$ cat src/npe_pkg.sv
// ----------------------------------------------------------------------------
// npe_pkg
// Shared types, constants and tables for the NMEA position extractor.
// ----------------------------------------------------------------------------
package npe_pkg;

    localparam int LINE_DEPTH      = 128;
    localparam int FRACTION_DIGITS = 5;

    localparam int CODE_W   = 30;
    localparam int NUM_W    = 64;
    localparam int DEN_W    = 33;
    localparam int REM_W    = DEN_W + 1;
    localparam int PROD_W   = 43;
    localparam int SCALE_W  = 27;
    localparam int CNT_W    = 5;
    localparam int SCALE_STEPS = 12;

    localparam logic [9:0]  DEG_MAX  = 10'd1023;
    localparam logic [6:0]  MIN_MAX  = 7'd127;
    localparam logic [26:0] FRAC_MAX = 27'h7FFFFFF;

    localparam logic [7:0] CH_DOLLAR = 8'h24;
    localparam logic [7:0] CH_COMMA  = 8'h2C;
    localparam logic [7:0] CH_POINT  = 8'h2E;
    localparam logic [7:0] CH_NL     = 8'h0A;
    localparam logic [7:0] CH_G      = 8'h47;
    localparam logic [7:0] CH_L      = 8'h4C;
    localparam logic [7:0] CH_R      = 8'h52;
    localparam logic [7:0] CH_M      = 8'h4D;
    localparam logic [7:0] CH_A      = 8'h41;
    localparam logic [7:0] CH_C      = 8'h43;

    localparam logic [1:0] KIND_NONE = 2'd0;
    localparam logic [1:0] KIND_GGA  = 2'd1;
    localparam logic [1:0] KIND_GLL  = 2'd2;
    localparam logic [1:0] KIND_RMC  = 2'd3;

    localparam logic [8:0] ORDER_NONE = 9'h1FF;

    typedef struct packed {
        logic take;
        logic load_prod;
        logic load_num;
        logic scale_step;
        logic div_init;
        logic div_step;
        logic apply;
    } npe_cmd_t;

    typedef struct packed {
        logic need_conv;
    } npe_status_t;

    function automatic logic [SCALE_W-1:0] pow_ten(input logic [3:0] k);
        case (k)
            4'd0:    pow_ten = 27'd1;
            4'd1:    pow_ten = 27'd10;
            4'd2:    pow_ten = 27'd100;
            4'd3:    pow_ten = 27'd1000;
            4'd4:    pow_ten = 27'd10000;
            4'd5:    pow_ten = 27'd100000;
            4'd6:    pow_ten = 27'd1000000;
            4'd7:    pow_ten = 27'd10000000;
            default: pow_ten = 27'd100000000;
        endcase
    endfunction

    function automatic logic [DEN_W-1:0] den_tab(input logic [3:0] k);
        case (k)
            4'd0:    den_tab = 33'd60;
            4'd1:    den_tab = 33'd600;
            4'd2:    den_tab = 33'd6000;
            4'd3:    den_tab = 33'd60000;
            4'd4:    den_tab = 33'd600000;
            4'd5:    den_tab = 33'd6000000;
            4'd6:    den_tab = 33'd60000000;
            4'd7:    den_tab = 33'd600000000;
            default: den_tab = 33'd6000000000;
        endcase
    endfunction

    // 10^8 * den
    function automatic logic [NUM_W-1:0] limit_tab(input logic [3:0] k);
        case (k)
            4'd0:    limit_tab = 64'd6000000000;
            4'd1:    limit_tab = 64'd60000000000;
            4'd2:    limit_tab = 64'd600000000000;
            4'd3:    limit_tab = 64'd6000000000000;
            4'd4:    limit_tab = 64'd60000000000000;
            4'd5:    limit_tab = 64'd600000000000000;
            4'd6:    limit_tab = 64'd6000000000000000;
            4'd7:    limit_tab = 64'd60000000000000000;
            default: limit_tab = 64'd600000000000000000;
        endcase
    endfunction

    function automatic logic [8:0] lat_order(input logic [1:0] kind);
        case (kind)
            KIND_GGA: lat_order = 9'd2;
            KIND_GLL: lat_order = 9'd1;
            KIND_RMC: lat_order = 9'd3;
            default:  lat_order = ORDER_NONE;
        endcase
    endfunction

    function automatic logic [8:0] lon_order(input logic [1:0] kind);
        case (kind)
            KIND_GGA: lon_order = 9'd4;
            KIND_GLL: lon_order = 9'd3;
            KIND_RMC: lon_order = 9'd5;
            default:  lon_order = ORDER_NONE;
        endcase
    endfunction

endpackage

$ cat src/nmea_position_extractor.sv
// ----------------------------------------------------------------------------
// nmea_position_extractor
// NMEA GGA/GLL/RMC sentence parser giving 9-digit latitude/longitude codes.
// ----------------------------------------------------------------------------
// One character per item, one result per item. A comma in a GGA, GLL or RMC
// sentence whose longitude field is not yet closed is converted between
// acceptance and result: 12 scaling steps of the 64-bit numerator and a
// 30-step radix-2 divide by the 60*10^k denominator, k the fraction digits.
// Any other character skips the conversion. A new item is accepted only
// when idle and no result waits, or it is taken in the same cycle.
module nmea_position_extractor (
    input  logic        clk,
    input  logic        rst_n,
    input  logic [7:0]  char_in,
    input  logic        in_valid,
    output logic        in_ready,
    output logic        fix_found,
    output logic [29:0] latitude_code,
    output logic [29:0] longitude_code,
    output logic        out_valid,
    input  logic        out_ready
);
    import npe_pkg::*;

    npe_cmd_t    cmd;
    npe_status_t status;

    npe_ctrl u_ctrl (
        .clk       (clk),
        .rst_n     (rst_n),
        .in_valid  (in_valid),
        .in_ready  (in_ready),
        .out_valid (out_valid),
        .out_ready (out_ready),
        .status    (status),
        .cmd       (cmd)
    );

    npe_datapath u_datapath (
        .clk            (clk),
        .rst_n          (rst_n),
        .char_in        (char_in),
        .cmd            (cmd),
        .status         (status),
        .fix_found      (fix_found),
        .latitude_code  (latitude_code),
        .longitude_code (longitude_code)
    );

endmodule

$ cat src/npe_ctrl.sv
// ----------------------------------------------------------------------------
// npe_ctrl
// Sequencer: handshakes, conversion steps and result slot.
// ----------------------------------------------------------------------------
module npe_ctrl (
    input  logic                 clk,
    input  logic                 rst_n,
    input  logic                 in_valid,
    output logic                 in_ready,
    output logic                 out_valid,
    input  logic                 out_ready,
    input  npe_pkg::npe_status_t status,
    output npe_pkg::npe_cmd_t    cmd
);
    import npe_pkg::*;

    typedef enum logic [2:0] {
        S_IDLE, S_EVAL, S_LOAD, S_ADD, S_SCALE, S_DINIT, S_DIV, S_FIN
    } state_t;

    state_t             state_reg;
    logic [CNT_W-1:0]   cnt_reg;
    logic               out_valid_reg;

    assign in_ready  = (state_reg == S_IDLE) && (!out_valid_reg || out_ready);
    assign out_valid = out_valid_reg;

    always_comb
    begin
        cmd            = '0;
        cmd.take       = in_valid && in_ready;
        cmd.load_prod  = (state_reg == S_LOAD);
        cmd.load_num   = (state_reg == S_ADD);
        cmd.scale_step = (state_reg == S_SCALE);
        cmd.div_init   = (state_reg == S_DINIT);
        cmd.div_step   = (state_reg == S_DIV);
        cmd.apply      = (state_reg == S_FIN);
    end

    always_ff @(posedge clk or negedge rst_n)
    begin
        if (!rst_n)
        begin
            state_reg     <= S_IDLE;
            cnt_reg       <= '0;
            out_valid_reg <= 1'b0;
        end
        else
        begin
            if (out_valid_reg && out_ready)
                out_valid_reg <= 1'b0;
            case (state_reg)
                S_IDLE:
                begin
                    if (in_valid && in_ready)
                        state_reg <= S_EVAL;
                end
                S_EVAL:
                begin
                    state_reg <= status.need_conv ? S_LOAD : S_FIN;
                end
                S_LOAD:
                begin
                    state_reg <= S_ADD;
                end
                S_ADD:
                begin
                    cnt_reg   <= '0;
                    state_reg <= S_SCALE;
                end
                S_SCALE:
                begin
                    cnt_reg <= cnt_reg + 1'b1;
                    if (cnt_reg == CNT_W'(SCALE_STEPS - 1))
                        state_reg <= S_DINIT;
                end
                S_DINIT:
                begin
                    cnt_reg   <= '0;
                    state_reg <= S_DIV;
                end
                S_DIV:
                begin
                    cnt_reg <= cnt_reg + 1'b1;
                    if (cnt_reg == CNT_W'(CODE_W - 1))
                        state_reg <= S_FIN;
                end
                S_FIN:
                begin
                    out_valid_reg <= 1'b1;
                    state_reg     <= S_IDLE;
                end
                default:
                begin
                    state_reg <= S_IDLE;
                end
            endcase
        end
    end

endmodule

$ cat src/npe_datapath.sv
// ----------------------------------------------------------------------------
// npe_datapath
// Sentence parser state, coordinate conversion and result registers.
// ----------------------------------------------------------------------------
module npe_datapath (
    input  logic                  clk,
    input  logic                  rst_n,
    input  logic [7:0]            char_in,
    input  npe_pkg::npe_cmd_t     cmd,
    output npe_pkg::npe_status_t  status,
    output logic                  fix_found,
    output logic [29:0]           latitude_code,
    output logic [29:0]           longitude_code
);
    import npe_pkg::*;

    logic [7:0]   char_reg;
    logic         end_reg;
    logic [7:0]   count_reg,  count_next;
    logic [7:0]   field_reg,  field_next;
    logic [1:0]   kind_reg,   kind_next;
    logic         start_reg,  start_next;
    logic [19:0]  hist_reg,   hist_next;
    logic [9:0]   deg_reg,    deg_next;
    logic [6:0]   min_reg,    min_next;
    logic [26:0]  frac_reg,   frac_next;
    logic [3:0]   fcnt_reg,   fcnt_next;
    logic         point_reg,  point_next;
    logic         closed_reg, closed_next;
    logic [29:0]  stlat_reg,  stlat_next;
    logic [29:0]  stlon_reg,  stlon_next;
    logic [29:0]  plat_reg,   plat_next;
    logic [29:0]  plon_reg,   plon_next;
    logic         plat_ok_reg, plat_ok_next;
    logic         plon_ok_reg, plon_ok_next;
    logic         fix_reg,    fix_next;
    logic [29:0]  lat_out_reg;
    logic [29:0]  lon_out_reg;

    logic [PROD_W-1:0]  prod_reg;
    logic [NUM_W-1:0]   num_reg;
    logic [REM_W-1:0]   rem_reg;
    logic [CODE_W-1:0]  quo_reg;

    logic [3:0]         k;
    logic [DEN_W-1:0]   den;
    logic [REM_W:0]     trial;
    logic               trial_ge;
    logic [16:0]        whole;

    logic [7:0]   c;
    logic [3:0]   nib;
    logic [17:0]  d;
    logic [10:0]  m;
    logic [31:0]  f;
    logic [8:0]   fidx;
    logic         take_end;
    logic [1:0]   kind_take;
    logic         start_take;

    assign k     = (fcnt_reg > 4'd8) ? 4'd8 : fcnt_reg;
    assign den   = den_tab(k);
    assign whole = 17'(deg_reg) * 17'd60 + 17'(min_reg);
    assign trial = {1'b0, rem_reg[REM_W-2:0], quo_reg[CODE_W-1]};
    assign trial_ge = trial >= (REM_W+1)'(den);

    assign status.need_conv = !end_reg && !closed_reg && (char_reg == CH_COMMA)
                              && (kind_reg != KIND_NONE);

    assign fix_found      = fix_reg;
    assign latitude_code  = lat_out_reg;
    assign longitude_code = lon_out_reg;

    // start / kind tracking on the incoming character
    always_comb
    begin
        take_end   = (count_reg >= 8'(LINE_DEPTH)) || (char_in == CH_NL);
        start_take = start_reg;
        kind_take  = kind_reg;
        if (count_reg == 8'd0)
            start_take = (char_in == CH_DOLLAR);
        if (count_reg >= 8'd3 && count_reg <= 8'd5)
        begin
            if (!start_reg)
                kind_take = KIND_NONE;
            else if (count_reg == 8'd3)
                kind_take = (char_in == CH_G) ? KIND_GGA :
                            (char_in == CH_R) ? KIND_RMC : KIND_NONE;
            else if (count_reg == 8'd4)
            begin
                if (kind_reg == KIND_GGA)
                    kind_take = (char_in == CH_G) ? KIND_GGA :
                                (char_in == CH_L) ? KIND_GLL : KIND_NONE;
                else if (kind_reg == KIND_RMC)
                    kind_take = (char_in == CH_M) ? KIND_RMC : KIND_NONE;
                else
                    kind_take = KIND_NONE;
            end
            else if (!((kind_reg == KIND_GGA && char_in == CH_A) ||
                       (kind_reg == KIND_GLL && char_in == CH_L) ||
                       (kind_reg == KIND_RMC && char_in == CH_C)))
                kind_take = KIND_NONE;
        end
    end

    // rest of the step, applied once conversion (if any) is done
    always_comb
    begin
        c    = char_reg;
        nib  = char_reg[3:0];
        fidx = {1'b0, field_reg};
        d    = '0;
        m    = '0;
        f    = '0;
        count_next   = count_reg;
        field_next   = field_reg;
        kind_next    = kind_reg;
        start_next   = start_reg;
        hist_next    = hist_reg;
        deg_next     = deg_reg;
        min_next     = min_reg;
        frac_next    = frac_reg;
        fcnt_next    = fcnt_reg;
        point_next   = point_reg;
        closed_next  = closed_reg;
        stlat_next   = stlat_reg;
        stlon_next   = stlon_reg;
        plat_next    = plat_reg;
        plon_next    = plon_reg;
        plat_ok_next = plat_ok_reg;
        plon_ok_next = plon_ok_reg;
        fix_next     = 1'b0;
        if (end_reg)
        begin
            if (count_reg >= 8'd6 && kind_reg != KIND_NONE)
            begin
                if (plat_ok_reg)
                    stlat_next = plat_reg;
                if (plon_ok_reg)
                begin
                    stlon_next = plon_reg;
                    fix_next   = 1'b1;
                end
            end
            count_next   = '0;
            field_next   = '0;
            kind_next    = KIND_NONE;
            start_next   = 1'b0;
            hist_next    = '0;
            closed_next  = 1'b0;
            plat_next    = '0;
            plon_next    = '0;
            plat_ok_next = 1'b0;
            plon_ok_next = 1'b0;
            deg_next     = '0;
            min_next     = '0;
            frac_next    = '0;
            fcnt_next    = '0;
            point_next   = 1'b0;
        end
        else
        begin
            if (!closed_reg)
            begin
                if (c == CH_COMMA)
                begin
                    if (kind_reg != KIND_NONE && quo_reg != '0)
                    begin
                        if (fidx == lat_order(kind_reg))
                        begin
                            plat_next    = quo_reg;
                            plat_ok_next = 1'b1;
                        end
                        else if (fidx == lon_order(kind_reg))
                        begin
                            plon_next    = quo_reg;
                            plon_ok_next = 1'b1;
                            closed_next  = 1'b1;
                        end
                    end
                    deg_next   = '0;
                    min_next   = '0;
                    frac_next  = '0;
                    fcnt_next  = '0;
                    point_next = 1'b0;
                    if (field_reg != 8'd255)
                        field_next = field_reg + 8'd1;
                end
                else if (c == CH_POINT)
                begin
                    if (fidx == lon_order(kind_reg))
                    begin
                        d = (18'(deg_reg) + 18'(hist_reg[19:16])) * 18'd10
                            + 18'(hist_reg[15:12]);
                        d = d * 18'd10 + 18'(hist_reg[11:8]);
                    end
                    else
                        d = (18'(deg_reg) + 18'(hist_reg[15:12])) * 18'd10
                            + 18'(hist_reg[11:8]);
                    deg_next = (d > 18'(DEG_MAX)) ? DEG_MAX : d[9:0];
                    m = (11'(min_reg) + 11'(hist_reg[7:4])) * 11'd10
                        + 11'(hist_reg[3:0]);
                    min_next   = (m > 11'(MIN_MAX)) ? MIN_MAX : m[6:0];
                    point_next = 1'b1;
                end
                else if (point_reg && fcnt_reg < 4'(FRACTION_DIGITS))
                begin
                    f = 32'(frac_reg) * 32'd10 + 32'(nib);
                    frac_next = (f > 32'(FRAC_MAX)) ? FRAC_MAX : f[26:0];
                    fcnt_next = fcnt_reg + 4'd1;
                end
            end
            hist_next  = {hist_reg[15:0], nib};
            count_next = count_reg + 8'd1;
        end
    end

    always_ff @(posedge clk)
    begin
        if (cmd.take)
            char_reg <= char_in;
        if (cmd.load_prod)
            prod_reg <= PROD_W'(whole) * PROD_W'(pow_ten(k));
        if (cmd.load_num)
            num_reg <= NUM_W'(prod_reg) + NUM_W'(frac_reg);
        if (cmd.scale_step && num_reg < limit_tab(k))
            num_reg <= (num_reg << 3) + (num_reg << 1);
        if (cmd.div_init)
        begin
            rem_reg <= num_reg[NUM_W-1:CODE_W];
            quo_reg <= num_reg[CODE_W-1:0];
        end
        if (cmd.div_step)
        begin
            rem_reg <= trial_ge ? REM_W'(trial - (REM_W+1)'(den)) : REM_W'(trial);
            quo_reg <= {quo_reg[CODE_W-2:0], trial_ge};
        end
    end

    always_ff @(posedge clk or negedge rst_n)
    begin
        if (!rst_n)
        begin
            end_reg     <= 1'b0;
            count_reg   <= '0;
            field_reg   <= '0;
            kind_reg    <= KIND_NONE;
            start_reg   <= 1'b0;
            hist_reg    <= '0;
            deg_reg     <= '0;
            min_reg     <= '0;
            frac_reg    <= '0;
            fcnt_reg    <= '0;
            point_reg   <= 1'b0;
            closed_reg  <= 1'b0;
            stlat_reg   <= '0;
            stlon_reg   <= '0;
            plat_reg    <= '0;
            plon_reg    <= '0;
            plat_ok_reg <= 1'b0;
            plon_ok_reg <= 1'b0;
            fix_reg     <= 1'b0;
            lat_out_reg <= '0;
            lon_out_reg <= '0;
        end
        else if (cmd.take)
        begin
            end_reg <= take_end;
            if (!take_end)
            begin
                start_reg <= start_take;
                kind_reg  <= kind_take;
            end
        end
        else if (cmd.apply)
        begin
            count_reg   <= count_next;
            field_reg   <= field_next;
            kind_reg    <= kind_next;
            start_reg   <= start_next;
            hist_reg    <= hist_next;
            deg_reg     <= deg_next;
            min_reg     <= min_next;
            frac_reg    <= frac_next;
            fcnt_reg    <= fcnt_next;
            point_reg   <= point_next;
            closed_reg  <= closed_next;
            stlat_reg   <= stlat_next;
            stlon_reg   <= stlon_next;
            plat_reg    <= plat_next;
            plon_reg    <= plon_next;
            plat_ok_reg <= plat_ok_next;
            plon_ok_reg <= plon_ok_next;
            fix_reg     <= fix_next;
            lat_out_reg <= stlat_next;
            lon_out_reg <= stlon_next;
        end
    end

endmodule
$ cat config.mk
export PLATFORM = sky130hd
export DESIGN_NAME = nmea_position_extractor
export DESIGN_NICKNAME = d
export VERILOG_FILES = /design/src/npe_pkg.sv /design/src/nmea_position_extractor.sv /design/src/npe_ctrl.sv /design/src/npe_datapath.sv
export SDC_FILE = /design/constraint.sdc
export NUM_CORES = 2
export LEC_CHECK = 0
export ABC_AREA = 1
export ABC_CLOCK_PERIOD_IN_PS = 11300
export BUFFER_PORTS_ARGS = -buffer_cell sky130_fd_sc_hd__buf_2
export CAP_MARGIN = 10
export CORE_MARGIN = 3
export CORE_UTILIZATION = 60
export DETAILED_ROUTE_END_ITERATION = 10
export GPL_TIMING_DRIVEN = 1
export PLACE_DENSITY_LB_ADDON = 0.25
export SETUP_SLACK_MARGIN = 0.4
export SLEW_MARGIN = 10
export SYNTH_ARGS = -nofsm -noshare
export SYNTH_HDL_FRONTEND = slang
export SYNTH_SLANG_ARGS = --single-unit
$ cat constraint.sdc
create_clock -name clk -period 11.3 [get_ports clk]
set_input_delay 2.26 -clock clk [delete_from_list [all_inputs] [get_ports clk]]
set_output_delay 2.26 -clock clk [all_outputs]
set_load 0.01 [all_outputs]
Yosys cells after proc, flatten, opt, wreduce, memory -nomap -nowiden
Memories as Yosys holds them, arrays and structs flattened.
Index checks and enable logic that the tools add are counted.
{"block": "word_totals", "regBits": 400, "latchBits": 0, "ramBits": 0, "rom_bits": 696, "input_bits": 12, "output_inout_bits": 63, "word_cells": 277, "n_memories": 3}
{"name": "(no name shown)", "depth": 8, "width": 43, "read_ports": 1, "rd_clocked_by_memory_dff": 0, "write_ports": 0, "line_no": "npe_pkg.sv:85", "source": "case (k)"}
{"name": "(no name shown)", "depth": 8, "width": 23, "read_ports": 1, "rd_clocked_by_memory_dff": 0, "write_ports": 0, "line_no": "npe_pkg.sv:70", "source": "case (k)"}
{"name": "(no name shown)", "depth": 8, "width": 21, "read_ports": 1, "rd_clocked_by_memory_dff": 0, "write_ports": 0, "line_no": "npe_pkg.sv:56", "source": "case (k)"}
{"block": "op_classes", "addsub": 16, "mul": 7, "n_div": 0, "n_lt_le_gt_ge": 11, "n_eq_ne": 38, "n_shift": 0, "n_mux": 123, "bitwise_logic": 1, "reduce_logical": 51}
{"cell": "2-to-1 mux 30 bit", "n": 13}
{"cell": "2-to-1 mux 27 bit", "n": 8}
{"cell": "2-to-1 mux 64 bit", "n": 3}
{"cell": "2-to-1 mux 33 bit", "n": 4}
{"cell": "2-to-1 mux 9 bit", "n": 13}
{"cell": "2-to-1 mux 18 bit", "n": 5}
{"cell": "adder 64 bit", "n": 1}
{"cell": "less-than comparator 64 bit", "n": 1}
{"cell": "adder 18 x 4 -> 18 bit", "n": 3}
{"cell": "multiplier 18 x 3 -> 17 bit, second input constant", "n": 3}
{"cell": "case mux 9 bit (3 select lines)", "n": 2}
{"cell": "2-to-1 mux 10 bit", "n": 5}
{"cell": "== test 8 x 7 -> 1 bit, second input constant", "n": 6}
{"cell": "adder 43 x 27 -> 44 bit", "n": 1}
{"cell": "multiplier 17 x 27 -> 43 bit", "n": 1}
{"cell": "2-to-1 mux 8 bit", "n": 5}
{"cell": "2-to-1 mux 7 bit", "n": 5}
{"cell": "greater-or-equal comparator 34 x 33 -> 1 bit", "n": 1}
{"cell": "subtractor 33 bit", "n": 1}
{"cell": "adder 31 x 4 -> 32 bit", "n": 1}
{"cell": "> comparator 32 x 27 -> 1 bit, second input constant", "n": 1}
{"cell": "2-to-1 mux 2 bit", "n": 16}
{"cell": "2-to-1 mux 1 bit", "n": 31}
{"cell": "multiplier 27 x 3 -> 30 bit, second input constant", "n": 1}
{"cell": "55 further kinds", "n": 116}

Depth between registers and ports, before layout
{"block": "logic_depth", "depth_word": 19, "depth_mapped": 47, "depth_no_buf": 46}

Modules after synthesis
A second synthesis with hierarchy kept.
{"block": "unflattened", "hier_cells": 6121, "area_unflattened_um2": 46723.6}
{"module": "npe_datapath", "n_inst": 1, "cells_each": 6050, "area_per_inst_um2": 46198.1, "seq_area_each_um2": 10675.2}
{"module": "npe_ctrl", "n_inst": 1, "cells_each": 71, "area_per_inst_um2": 525.5, "seq_area_each_um2": 225.2}

Least setup slack after synthesis
Ideal clock, no wire load.
{"block": "synth_timing", "path_type": "register -> register", "startpoint": "register u_datapath.deg_reg[0]", "endpoint": "register u_datapath.prod_reg[42] (data pin)", "setup_ns": 0.258, "arrival_time_ns": 9.006, "t_required_ns": 11.042, "setup_slack_ns": 2.036, "path_stages_with_launch": 43, "path_buffers": 1, "synth_period_minus_slack_ns": 9.264, "cell_sequence": "dfrtp_1 > fa_1 > fa_1 > inv_1 > fa_1 > inv_1 > ha_1 > o21ai_0 > nand2_1 > a21oi_1 > or2_2 > nor2_1 > inv_1 > or2_2 > nor2_1 > nand4_1 > nand2_1 > clkbuf_1 > (+7 left out) > inv_1 > fa_1 > fa_1 > inv_1 > ha_1 > nand2_1 > nor4_1 > nand3_1 > nand3_1 > nand2_1 > o211ai_1 > nand2_1 > o21ai_0 > nand2_1 > inv_1 > nor2_1 > nand3_1 > nand2_1"}
{"block": "synth_between", "elab_chain_len": 3}
{"element": "start, declared", "line_no": "npe_datapath.sv:24", "source": "logic [9:0] deg_reg, deg_next;"}
{"element": "start signal, assigned", "line_no": "npe_datapath.sv:282", "source": "deg_reg <= deg_next;"}
{"element": "multiplier 10 x 4 -> 14 bit", "line_no": "npe_datapath.sv:63", "source": "assign whole = 17'(deg_reg) * 17'd60 + 17'(min_reg);"}
{"element": "adder 16 x 7 -> 17 bit", "line_no": "npe_datapath.sv:63"}
{"element": "multiplier 17 x 27 -> 43 bit", "line_no": "npe_datapath.sv:223", "source": "prod_reg <= PROD_W'(whole) * PROD_W'(pow_ten(k));"}
{"element": "end signal, assigned", "line_no": "npe_datapath.sv:223"}
{"element": "end, declared", "line_no": "npe_datapath.sv:40", "source": "logic [PROD_W-1:0] prod_reg;"}
No other way between the ends.
A chain may end at the register's enable or synchronous reset.

Final worst setup path
{"block": "layout_timing", "startpoint": "register u_datapath.deg_reg[0]", "endpoint": "register u_datapath.prod_reg[41] (data pin)"}
Same word-level chain as after synthesis.

==> flow_summary_export.csv <==
group,metric,value,unit
status,status,"finished, final reports clean",
clock_tree,root_buffer,"clkbuf_16",
synth,synth_area_leaders,"fa_1, ha_1, dfrtp_1, edfxtp_1, nand2_1",
sta,skew,0.06778,ns
layout,final_common_cell,"nand2_1",
critical_path,cp_slowest_cell,"fa_1",
grt,grt_pass1_wl,215600,um
critical_path,max_stage_delay,0.56,ns
critical_path,r2r_start,"u_datapath.deg_reg[0]",
critical_path,cp-end-kind,"flop",
grt,grt_pass1_vias,40530,
placement,routabilityCongestion,0.9797,
worst_hold_path,min_to,"u_datapath.stlon_reg[19]",
layout,seq_area,10900,sq um
synth,yosys_warnings,0,
sta,fin_crit_sh,90.22,%
clock_tree,cts_buffer_depth,3,
sta,finalHoldViolCount,0,
critical_path,startpoint_type,"flop",
synth,synthFlopType,"dfrtp_1",
sta,worst_pin_slew,1.226,ns
sta,rsz0062_at_grt,"no",
route,num_vias,40770,
clock_tree,clock-sinks,400,
worst_hold_path,whs_path_depth,2,
route,drt_iter0_markers,3154,
sta,slew_headroom,18.19,%
layout,drive_above_1_share,4.542,%
layout,multi_input_area,30870,sq um
critical_path,r2r_end,"u_datapath.prod_reg[41]",
critical_path,crit_fanout,15,
clock_tree,clk_pin_slew,0.06,ns
worst_hold_path,hold_class,"reg -> reg",
critical_path,r2r_slack,1.11,ns
clock_tree,cts_tree,"built",
run,cap_violations,0,
die,initial_utilization,60.72,%
synth,syn_inst,6026,
sta,fmax,98.09,MHz
sta,tns,0,ns
route,drc,0,
critical_path,cp.arrival,10.56,ns
synth,netlist_area,46190,sq um
critical_path,path_class,"reg -> reg",
worst_hold_path,worstHoldStart,"u_datapath.stlon_reg[19]",
grt,grt_max_degree,87,
critical_path,worstPathRequired,11.67,ns
layout,num-fill-cells,6761,
route,via_per_inst,5.701,
placement,io_buffers,74,
route,wl_per_cell,18.71,um
synth,syn_avg_cell_area,7.665,sq um
synth,synth_fp_nets,6901,
layout,largest_reg_flops,64,
route,finalWirelength,133800,um
synth,synth_top_cell_area_share,16.17,%
clock_tree,htreeDepth,2,
die,die-area,80350,sq um
sta,setup_viol,0,
die,die_width,283.5,um
grt,grt_usage,33.35,%
synth,synth_edf_count,178,
sta,maxSlewViolCount,0,
clock_tree,post_cts_buffers,0,
placement,hpwl,108700,um
grt,grt_remaining_overflow,0,
critical_path,cpMostUsedCell,"fa_1",
layout,final_nets,6956,
synth,async_reset_ff_share,55.50,%
critical_path,r2r_cells,40,
die,die_h,283.5,um
die,ios,75,
synth,ys_seq_elements,400,
clock_tree,clk_latency,0.64,ns
route,ant_nets,0,
die,core_area,76080,sq um
sta,post-route-min-period,10.19,ns
synth,post-synth-top-area-cell,"fa_1",
layout,final_cell_mix,"nand2_1, inv_1, nor2_1",
die,num_rows,101,
synth,yosysSeqAreaShare,23.60,%
clock_tree,tritoncts.num_buffers,49,
grt,antenna_found_initial,1,
layout,area_growth,7.213,%
route,firstDrtPassIters,9,
synth,synth.distinct_cells,63,
==> per-layer routing <==
| metal | part of all wire (%) | track usage (%) | vias up |
|---|---|---|---|
| li1 | - | - | 19480 |
| met1 | 41 | 43.36 | 19420 |
| met2 | 47 | 56.42 | 1514 |
| met3 | 6.9 | 4.859 | 347 |
| met4 | 4.6 | 13.07 | 2 |
| met5 | 0.0097 | 0 | - |
==> worst max-delay path: cells and delay by family, from the launching register on <==
family | cells | cell delay [ns]
adders and majority gates | 11 | 5.26
and+or+nand+nor | 12 | 2.09
xor gates and xnor gates | 1 | 0.16
AOI/OAI and AO/OA | 7 | 1.27
DFF | 1 | 0.48
buffers and inverters | 9 | 0.66
==> kinds of logic (layout without fill, tap and decap cells) <==
group / Yosys count / after routing / synth area share, %
compound gates: 951 / 951 / 11.35
xor+xnor: 225 / 225 / 4.299
fa+ha+maj: 863 / 863 / 29.44
buf+inv: 1180 / 1274 / 9.657
flops: 400 / 400 / 23.60
mux: 18 / 18 / 0.4388
other cells: 1 / 2 / 0.008118
simple gates: 2388 / 2388 / 21.21
==> through the flow <==
stage | hold WS [ns] | worst slack [ns] | utilization (%) | cell area, sq um | cells
after floorplan | 0.4468 | 2.036 | - | 46190 | 6026
after global placement | 0.4586 | 1.061 | 62.77 | 47750 | 7060
after detailed placement | 0.4615 | 0.9160 | 62.77 | 47750 | 7060
after CTS | 0.4813 | 0.8787 | 65.08 | 49510 | 7150
after global routing | 0.4984 | 0.4588 | 65.09 | 49520 | 7150
final | 0.4768 | 1.105 | 65.10 | 49520 | 7151
==> final cells by class <==
class / count / share of cell area [%]
diodes: 1 / 0.005053
well taps: 1030 / 2.602
multi-input cells: 4446 / 62.34
inverters: 1069 / 8.102
clock buffers: 59 / 2.655
clock inverters: 31 / 0.8944
flip-flops and latches: 400 / 22.01
repair buffers: 115 / 1.390
==> cell usage after synthesis (all sizes together), types with 52 or more instances <==
master and number:
clkbuf 99, edfxtp 178, xnor2 85, nor2 577, nand3 186, nor3 52, o21ai 396, nand2 1415
fa 373, nand4 79, inv 1057, ha 490, dfrtp 222, a21oi 357, xor2 140
==> timing repair <==
action,CTS,global route
endpoints found under the setup margin,0,6
gates resized for setup,0,4
hold buffers,0,0
==> worst max-delay path by stage <==
stage               depth (start not counted)                       to                  start  slack (ns)
floorplan                                  42  u_datapath.prod_reg[42]  u_datapath.deg_reg[0]        2.04
global placement                           44  u_datapath.prod_reg[42]  u_datapath.deg_reg[0]        1.06
detailed placement                         40  u_datapath.prod_reg[41]  u_datapath.deg_reg[0]        0.92
CTS                                        40  u_datapath.prod_reg[41]  u_datapath.deg_reg[0]        0.88
global route                               40  u_datapath.prod_reg[37]  u_datapath.deg_reg[0]        0.46
finish                                     40  u_datapath.prod_reg[41]  u_datapath.deg_reg[0]        1.11
Power is not shown: default switching activity piles up to over one toggle a cycle in this logic, so the estimate is an artifact.
